==> src/rtl/core/moavg_pkg.sv <==
// shared types and constants of the multichannel oversample averager
package moavg_pkg;

    // default sizing of the sample store
    localparam int MAX_CHANNELS_DEF = 16;
    localparam int MAX_SAMPLES_DEF  = 16;
    localparam int SAMPLE_BITS_DEF  = 16;

    // configuration port
    localparam int CFG_INDEX_W = 1;
    localparam int CFG_DATA_W  = 5;

    localparam logic [CFG_INDEX_W-1:0] REG_CHANNEL_COUNT = 1'd0;
    localparam logic [CFG_INDEX_W-1:0] REG_SAMPLE_COUNT  = 1'd1;

    // function codes
    localparam logic FUNC_STORE = 1'b0;
    localparam logic FUNC_QUERY = 1'b1;

    // input word
    typedef struct packed {
        logic        func;
        logic [15:0] sample;
        logic [3:0]  index;
    } in_word_t;

    // result word
    typedef struct packed {
        logic [15:0] average;
        logic        bad_index;
    } out_word_t;

endpackage

==> src/rtl/core/multichannel_oversample_averager_unit.sv <==
// multichannel oversample averager: sample ring store and per-rank mean
//
// Input words on s_*: func 0 stores a conversion sample at the ring write
// position and yields no result word; func 1 asks for the mean of one
// rank and yields one result word on m_* (average, bad_index).
// channel_count (index 0) and sample_count (index 1) are written on the
// cfg_* port; the user must write them only while the block is idle, as
// the block itself does not enforce it; they take effect once registered.
// A query walks the rank's samples through one shared adder, one memory
// read per cycle, then runs a restoring divide on the same adder, one
// quotient bit per cycle. A bad rank index skips both and goes straight
// to the result. s_ready is low for the whole query and returns with the
// result, so no new word is taken before the last query is through.
// After reset the store is cleared to zero, one entry per cycle over all
// MAX_CHANNELS * MAX_SAMPLES entries, with s_ready low; configuration
// writes are taken during that pass.
// The result sits in an output register: a stalled receiver does not
// block stores, and only holds back the end of the next query.
module multichannel_oversample_averager_unit #(
    parameter int MAX_CHANNELS = moavg_pkg::MAX_CHANNELS_DEF,
    parameter int MAX_SAMPLES  = moavg_pkg::MAX_SAMPLES_DEF,
    parameter int SAMPLE_BITS  = moavg_pkg::SAMPLE_BITS_DEF
) (
    input  logic                                 aclk,
    input  logic                                 aresetn,
    // configuration
    input  logic                                 cfg_we,
    input  logic [moavg_pkg::CFG_INDEX_W-1:0]    cfg_index,
    input  logic [moavg_pkg::CFG_DATA_W-1:0]     cfg_wdata,
    // input words
    input  logic                                 s_valid,
    output logic                                 s_ready,
    input  moavg_pkg::in_word_t                  s_data,
    // result words
    output logic                                 m_valid,
    input  logic                                 m_ready,
    output moavg_pkg::out_word_t                 m_data
);

    localparam int STORE_DEPTH = MAX_CHANNELS * MAX_SAMPLES;
    localparam int ADDR_W      = (STORE_DEPTH > 1) ? $clog2(STORE_DEPTH) : 1;
    localparam int LEN_W       = ADDR_W + 1;
    localparam int CW          = moavg_pkg::CFG_DATA_W;
    localparam int NS_W        = CW;
    localparam int REM_W       = NS_W + 1;
    localparam int SUM_W       = SAMPLE_BITS + NS_W;
    localparam int ALU_W       = SUM_W + 1;
    localparam int CNT_W       = $clog2(SUM_W);

    localparam logic [CW-1:0] CH_CAP = CW'(MAX_CHANNELS);
    localparam logic [CW-1:0] NS_CAP = (MAX_SAMPLES > 31) ? 5'd31 : CW'(MAX_SAMPLES);
    localparam logic [ADDR_W-1:0] LAST_ADDR = ADDR_W'(STORE_DEPTH - 1);

    // sequencer states
    localparam logic [2:0] ST_CLR  = 3'd0;
    localparam logic [2:0] ST_IDLE = 3'd1;
    localparam logic [2:0] ST_SUM  = 3'd2;
    localparam logic [2:0] ST_DIV  = 3'd3;
    localparam logic [2:0] ST_DONE = 3'd4;

    logic [2:0]                 state_reg, state_next;
    logic [CW-1:0]              ch_cfg_reg, ns_cfg_reg;
    logic [ADDR_W-1:0]          wpos_reg, wpos_next;
    logic [ADDR_W-1:0]          clr_reg, clr_next;
    logic [ADDR_W-1:0]          addr_reg, addr_next;
    logic [NS_W-1:0]            left_reg, left_next;
    logic                       pend_reg, pend_next;
    logic [SUM_W-1:0]           acc_reg, acc_next;
    logic [NS_W-1:0]            rem_reg, rem_next;
    logic [CNT_W-1:0]           cnt_reg, cnt_next;
    logic                       bad_reg, bad_next;
    logic                       m_valid_reg, m_valid_next;
    moavg_pkg::out_word_t       m_data_reg, m_data_next;

    logic [SAMPLE_BITS-1:0]     store_mem [STORE_DEPTH];
    logic [SAMPLE_BITS-1:0]     mem_q_reg;
    logic                       mem_we;
    logic [ADDR_W-1:0]          mem_waddr;
    logic [SAMPLE_BITS-1:0]     mem_wdata;
    logic                       mem_re;

    logic [CW-1:0]              ch_used, ch_ring, ns_used;
    logic [LEN_W-1:0]           ring_len, pos_w, pos_inc;
    logic                       s_fire;
    logic [REM_W-1:0]           shifted;
    logic [ALU_W-1:0]           alu_a, alu_b, alu_res;
    logic                       div_lt;

    // effective configuration
    always_comb begin
        ch_used = (ch_cfg_reg > CH_CAP) ? CH_CAP : ch_cfg_reg;
        ch_ring = (ch_used == '0) ? CW'(1) : ch_used;
        if (ns_cfg_reg == '0) begin
            ns_used = CW'(1);
        end else begin
            ns_used = (ns_cfg_reg > NS_CAP) ? NS_CAP : ns_cfg_reg;
        end
        ring_len = LEN_W'(ch_ring) * LEN_W'(ns_used);
    end

    // configuration registers
    always_ff @(posedge aclk) begin
        if (!aresetn) begin
            ch_cfg_reg <= CW'(1);
            ns_cfg_reg <= CW'(1);
        end else if (cfg_we) begin
            if (cfg_index == moavg_pkg::REG_CHANNEL_COUNT) begin
                ch_cfg_reg <= cfg_wdata;
            end else if (cfg_index == moavg_pkg::REG_SAMPLE_COUNT) begin
                ns_cfg_reg <= cfg_wdata;
            end
        end
    end

    assign s_ready = (state_reg == ST_IDLE);
    assign s_fire  = s_valid && s_ready;

    // ring write position for a store word
    always_comb begin
        pos_w   = ({1'b0, wpos_reg} < ring_len) ? {1'b0, wpos_reg} : '0;
        pos_inc = pos_w + LEN_W'(1);
        if (pos_inc >= ring_len) begin
            pos_inc = '0;
        end
    end

    // shared adder: accumulate in the sum phase, trial subtract in the divide
    always_comb begin
        shifted = {rem_reg, acc_reg[SUM_W-1]};
        if (state_reg == ST_DIV) begin
            alu_a = ALU_W'(shifted);
            alu_b = -ALU_W'(ns_used);
        end else begin
            alu_a = ALU_W'(acc_reg);
            alu_b = ALU_W'(mem_q_reg);
        end
        alu_res = alu_a + alu_b;
        div_lt  = alu_res[ALU_W-1];
    end

    // sequencer
    always_comb begin
        state_next   = state_reg;
        wpos_next    = wpos_reg;
        clr_next     = clr_reg;
        addr_next    = addr_reg;
        left_next    = left_reg;
        pend_next    = 1'b0;
        acc_next     = acc_reg;
        rem_next     = rem_reg;
        cnt_next     = cnt_reg;
        bad_next     = bad_reg;
        m_valid_next = m_valid_reg && !m_ready;
        m_data_next  = m_data_reg;
        mem_we       = 1'b0;
        mem_waddr    = clr_reg;
        mem_wdata    = '0;
        mem_re       = 1'b0;
        case (state_reg)
            ST_CLR: begin
                mem_we   = 1'b1;
                clr_next = clr_reg + ADDR_W'(1);
                if (clr_reg == LAST_ADDR) begin
                    state_next = ST_IDLE;
                end
            end
            ST_IDLE: begin
                if (s_fire) begin
                    if (s_data.func == moavg_pkg::FUNC_STORE) begin
                        mem_we    = 1'b1;
                        mem_waddr = pos_w[ADDR_W-1:0];
                        mem_wdata = SAMPLE_BITS'(s_data.sample);
                        wpos_next = pos_inc[ADDR_W-1:0];
                    end else if (CW'(s_data.index) >= ch_used) begin
                        bad_next   = 1'b1;
                        acc_next   = '0;
                        state_next = ST_DONE;
                    end else begin
                        bad_next   = 1'b0;
                        acc_next   = '0;
                        addr_next  = ADDR_W'(s_data.index);
                        left_next  = ns_used;
                        state_next = ST_SUM;
                    end
                end
            end
            ST_SUM: begin
                // one read issued per cycle, its data added in the next cycle
                if (left_reg != '0) begin
                    mem_re    = 1'b1;
                    addr_next = addr_reg + ADDR_W'(ch_used);
                    left_next = left_reg - NS_W'(1);
                    pend_next = 1'b1;
                end
                if (pend_reg) begin
                    acc_next = alu_res[SUM_W-1:0];
                end
                if (left_reg == '0 && !pend_reg) begin
                    rem_next   = '0;
                    cnt_next   = CNT_W'(SUM_W - 1);
                    state_next = ST_DIV;
                end
            end
            ST_DIV: begin
                // restoring divide, one quotient bit per cycle
                rem_next = div_lt ? shifted[NS_W-1:0] : alu_res[NS_W-1:0];
                acc_next = {acc_reg[SUM_W-2:0], !div_lt};
                cnt_next = cnt_reg - CNT_W'(1);
                if (cnt_reg == '0) begin
                    state_next = ST_DONE;
                end
            end
            ST_DONE: begin
                if (!m_valid_reg || m_ready) begin
                    m_valid_next          = 1'b1;
                    m_data_next.average   = bad_reg ? 16'd0 : 16'(acc_reg);
                    m_data_next.bad_index = bad_reg;
                    state_next            = ST_IDLE;
                end
            end
            default: begin
                state_next = ST_IDLE;
            end
        endcase
    end

    // control registers
    always_ff @(posedge aclk) begin
        if (!aresetn) begin
            state_reg   <= ST_CLR;
            wpos_reg    <= '0;
            clr_reg     <= '0;
            left_reg    <= '0;
            pend_reg    <= 1'b0;
            cnt_reg     <= '0;
            m_valid_reg <= 1'b0;
        end else begin
            state_reg   <= state_next;
            wpos_reg    <= wpos_next;
            clr_reg     <= clr_next;
            left_reg    <= left_next;
            pend_reg    <= pend_next;
            cnt_reg     <= cnt_next;
            m_valid_reg <= m_valid_next;
        end
    end

    // datapath registers
    always_ff @(posedge aclk) begin
        addr_reg   <= addr_next;
        acc_reg    <= acc_next;
        rem_reg    <= rem_next;
        bad_reg    <= bad_next;
        m_data_reg <= m_data_next;
    end

    // sample store
    always_ff @(posedge aclk) begin
        if (mem_we) begin
            store_mem[mem_waddr] <= mem_wdata;
        end
        if (mem_re) begin
            mem_q_reg <= store_mem[addr_reg];
        end
    end

    assign m_valid = m_valid_reg;
    assign m_data  = m_data_reg;

    // a bad rank index always reports a zero average
    a_bad_zero: assert property (@(posedge aclk) disable iff (!aresetn)
        m_valid && m_data.bad_index |-> m_data.average == 16'd0)
        else $error("bad index result with nonzero average");

    // no input word is taken while a query or the clearing pass runs
    a_busy_block: assert property (@(posedge aclk) disable iff (!aresetn)
        (state_reg == ST_CLR || state_reg == ST_SUM || state_reg == ST_DIV)
        |-> !s_ready)
        else $error("input accepted while busy");

    // a pending read only follows a cycle that issued it in the sum phase
    a_pend_src: assert property (@(posedge aclk) disable iff (!aresetn)
        pend_reg |-> $past(state_reg == ST_SUM) && state_reg == ST_SUM)
        else $error("read data pending outside the sum phase");

    // a new result word never overwrites one the receiver has not taken
    a_no_overwrite: assert property (@(posedge aclk) disable iff (!aresetn)
        m_valid_reg && !m_ready && state_reg == ST_DONE |=> state_reg == ST_DONE)
        else $error("result word overwritten");

endmodule
==> config.mk <==
export PLATFORM = sky130hd
export DESIGN_NAME = multichannel_oversample_averager_unit
export DESIGN_NICKNAME = d
export VERILOG_FILES = /design/src/rtl/core/moavg_pkg.sv /design/src/rtl/core/multichannel_oversample_averager_unit.sv
export SDC_FILE = /design/constraint.sdc
export NUM_CORES = 2
export LEC_CHECK = 0
export BUFFER_PORTS_ARGS = -buffer_cell sky130_fd_sc_hd__buf_2
export CAP_MARGIN = 20
export CELL_PAD_IN_SITES_DETAIL_PLACEMENT = 1
export CELL_PAD_IN_SITES_GLOBAL_PLACEMENT = 1
export CORE_UTILIZATION = 38
export CTS_BUF_LIST = sky130_fd_sc_hd__clkbuf_8
export DETAILED_ROUTE_END_ITERATION = 6
export PLACE_DENSITY_LB_ADDON = 0.1
export SETUP_SLACK_MARGIN = 0.02
export SKIP_CTS_REPAIR_TIMING = 1
export SLEW_MARGIN = 20
export SYNTH_ARGS = -nofsm -noshare
export SYNTH_HDL_FRONTEND = slang
export SYNTH_SLANG_ARGS = --single-unit
==> constraint.sdc <==
create_clock -name aclk -period 8.9 [get_ports aclk]
set_clock_uncertainty 0.05 [all_clocks]
set_input_delay 0.445 -clock aclk [delete_from_list [all_inputs] [get_ports aclk]]
set_output_delay 0.445 -clock aclk [all_outputs]
set_load 0.02 [all_outputs]
==> flow_summary.json <==
{
  "coreArea_um2": 427900,
  "dieArea_um2": 433400,
  "synth_area_um2": 163700,
  "avgSynthCellArea_um2": 23.02,
  "chipHeight_um": 658.3,
  "gp_congestion": 0.8353,
  "nets": 7921,
  "syn_inst": 7111,
  "dp_hpwl_um": 291700,
  "seq_area_um2": 125900,
  "die_x_um": 658.3,
  "ant_nets": 0,
  "track_usage_pct": 22.02,
  "min_to": "m_valid",
  "fin_setup_tns_ps": 0,
  "grt_pass1_vias": 82510,
  "synth_top_area_cell": "edfxtp_1",
  "largest_reg_flops": 4096,
  "fill_cells": 39160,
  "synth.distinct_cells": 66,
  "globalRoute.totalOverflow": 0,
  "max_freq_mhz": 123.4,
  "crit_required_ps": 9670,
  "synth_edf_count": 4164,
  "min_period_ps": 8101,
  "endpoint_kind": "flop",
  "hold_depth": 5,
  "status": "completed",
  "slew_headroom_pct": 2.310,
  "yosysMostFrequentCell": "edfxtp_1",
  "start_util_pct": 38.25,
  "async_flop_share_pct": 0,
  "hold_ws_ps": 72.92,
  "ys_seq_elements": 4205,
  "ios": 51,
  "syn2layout_area_growth_pct": 13.55,
  "grt_max_degree": 171,
  "drv_cap": 0,
  "cts-root-buf": "clkbuf_8",
  "ys.flop_type": "edfxtp_1",
  "final_min_period_over_clock_period_pct": 91.02,
  "worstHoldStart": "m_ready",
  "row_count": 240,
  "port_buffers": 50,
  "cts_tree": "done",
  "crit_fanout": 16,
  "wire_per_inst_um": 34.31,
  "clockBufferDepth": 4,
  "drive_above_1_share_pct": 31.96,
  "critPathLaunchType": "flop",
  "drv_slew": 0,
  "rsz0062_at_grt": "no",
  "grt_pass1_wl_um": 672200,
  "regToRegStartpoint": "ch_cfg_reg[4]",
  "cp.arrival_ps": 8870,
  "synth_seq_area_share_pct": 76.89,
  "initialDrtViolationCount": 7498,
  "p_leak_uw": 0.06085,
  "setup_viol": 0,
  "dp_slack_ps": 877.0,
  "synth_nets": 7218,
  "r2r_cells": 18,
  "clk_pin_slew_ps": 70,
  "totalWireLength_um": 482900,
  "peakVddDrop_v": 0.0001566,
  "dr.pass1.iters": 5,
  "r2r_setup_slack_ps": 800,
  "tightest_slew_ps": 1465,
  "vias": 78390,
  "cts_buffers": 715,
  "multi_input_area_um2": 36820,
  "synth_common_cells": "edfxtp_1 (4164), mux4_2 (1280), nor2_1 (368)",
  "yosys_warnings": 0,
  "final_hold_viol_count": 0,
  "clk_latency_ps": 1250,
  "hold_class": "in -> reg",
  "setup_ws_ps": 798.8,
  "r2r-end": "store_mem[41][11]",
  "synth_top_area_share_pct": 76.39,
  "drc_errors": 0,
  "antenna_found_initial": 31,
  "yosys-top-cells-area": "edfxtp_1 (76%), mux4_2 (18%), nor2_1 (0.84%)",
  "power_density_nw_per_um2": 201.6,
  "critPathKind": "reg -> reg",
  "clkSinkCount": 4205,
  "htree_levels": 6,
  "vias_per_cell": 5.570
}
==> final cells by class <==
cell class | instances | area share [%]
Clock inverter | 543 | 1.389
Sequential cell | 4205 | 67.71
Multi-Input combinational cell | 2473 | 19.81
Inverter | 42 | 0.08481
Clock buffer | 727 | 5.383
Antenna cell | 19 | 0.02558
Tap cell | 5687 | 3.828
Timing Repair Buffer | 377 | 1.770
==> where the power goes <==
part | internal (uW) | total, uW | switching, uW
sequential | 21500 | 21500 | 13.4
clock | 7840 | 15800 | 7930
combinational | 69.9 | 228 | 158
total | 29400 | 37500 | 8100
==> how the worst max path moves through the flow <==
stage / start / end / slack, ps / cells past startpoint
after floorplan: ch_cfg_reg[4] / wpos_reg[4] / 2240 / 27
after global placement: ch_cfg_reg[4] / store_mem[57][12] / 870 / 18
after detailed placement: ch_cfg_reg[4] / store_mem[41][9] / 880 / 18
after CTS: ch_cfg_reg[4] / store_mem[41][11] / 810 / 18
after global routing: ch_cfg_reg[4] / store_mem[41][11] / 560 / 18
final: ch_cfg_reg[4] / store_mem[41][11] / 800 / 18
==> cell families after synthesis <==
logic type	after synthesis	share of synthesized area, %
AOI/OAI and AO/OA	374	1.674
xor gates and xnor gates	38	0.2033
adders and majority gates	76	0.6252
buffers and inverters	433	1.078
DFF	4205	76.89
muxes	1291	17.68
and+or+nand+nor	694	1.854
==> layer usage <==
layer / track usage, % / share of wire [%]
met1: 31.83 / 45
met2: 35.41 / 48
met3: 3.244 / 5.1
met4: 5.238 / 2.3
met5: 0 / 0.0023
==> worst max-delay path, cell delays in order, from the launching register on <==
cell      delay (ps)
dfxtp_1          490
nor4_1           580
o21ai_0          230
fa_1             540
fa_1             440
fa_1             510
inv_1             50
ha_1             330
xnor2_1          270
ha_1             320
a211o_1          280
o211ai_1         190
a211o_1          200
a211oi_4         140
buf_4            220
o31ai_1          740
nand2_2          790
buf_4            480
nor2_2           800
==> layout by cell type, fill, tap and decap left out, types with 55 or more instances in the layout <==
| cell | count |
|---|---|
| mux4_2 | 1280 |
| clkbuf_8 | 727 |
| a22oi_1 | 84 |
| nor2_2 | 148 |
| clkinv_1 | 180 |
| edfxtp_1 | 4164 |
| buf_4 | 244 |
| ha_1 | 65 |
| clkinv_2 | 55 |
| inv_1 | 298 |
| nor2_1 | 197 |
| nand2_1 | 141 |
==> metrics by stage <==
stage | instances | utilization (%) | total power [uW] | area (um^2)
CTS | 14010 | 43.30 | 37910 | 185300
floorplan | 7111 | - | 21990 | 163700
global placement | 12730 | 40.32 | 22100 | 172500
finish | 14070 | 43.44 | 37480 | 185900
detailed placement | 12740 | 40.35 | 22110 | 172700
global route | 14060 | 43.43 | 38630 | 185800
Note: power is estimated with default switching activity, not from simulation.
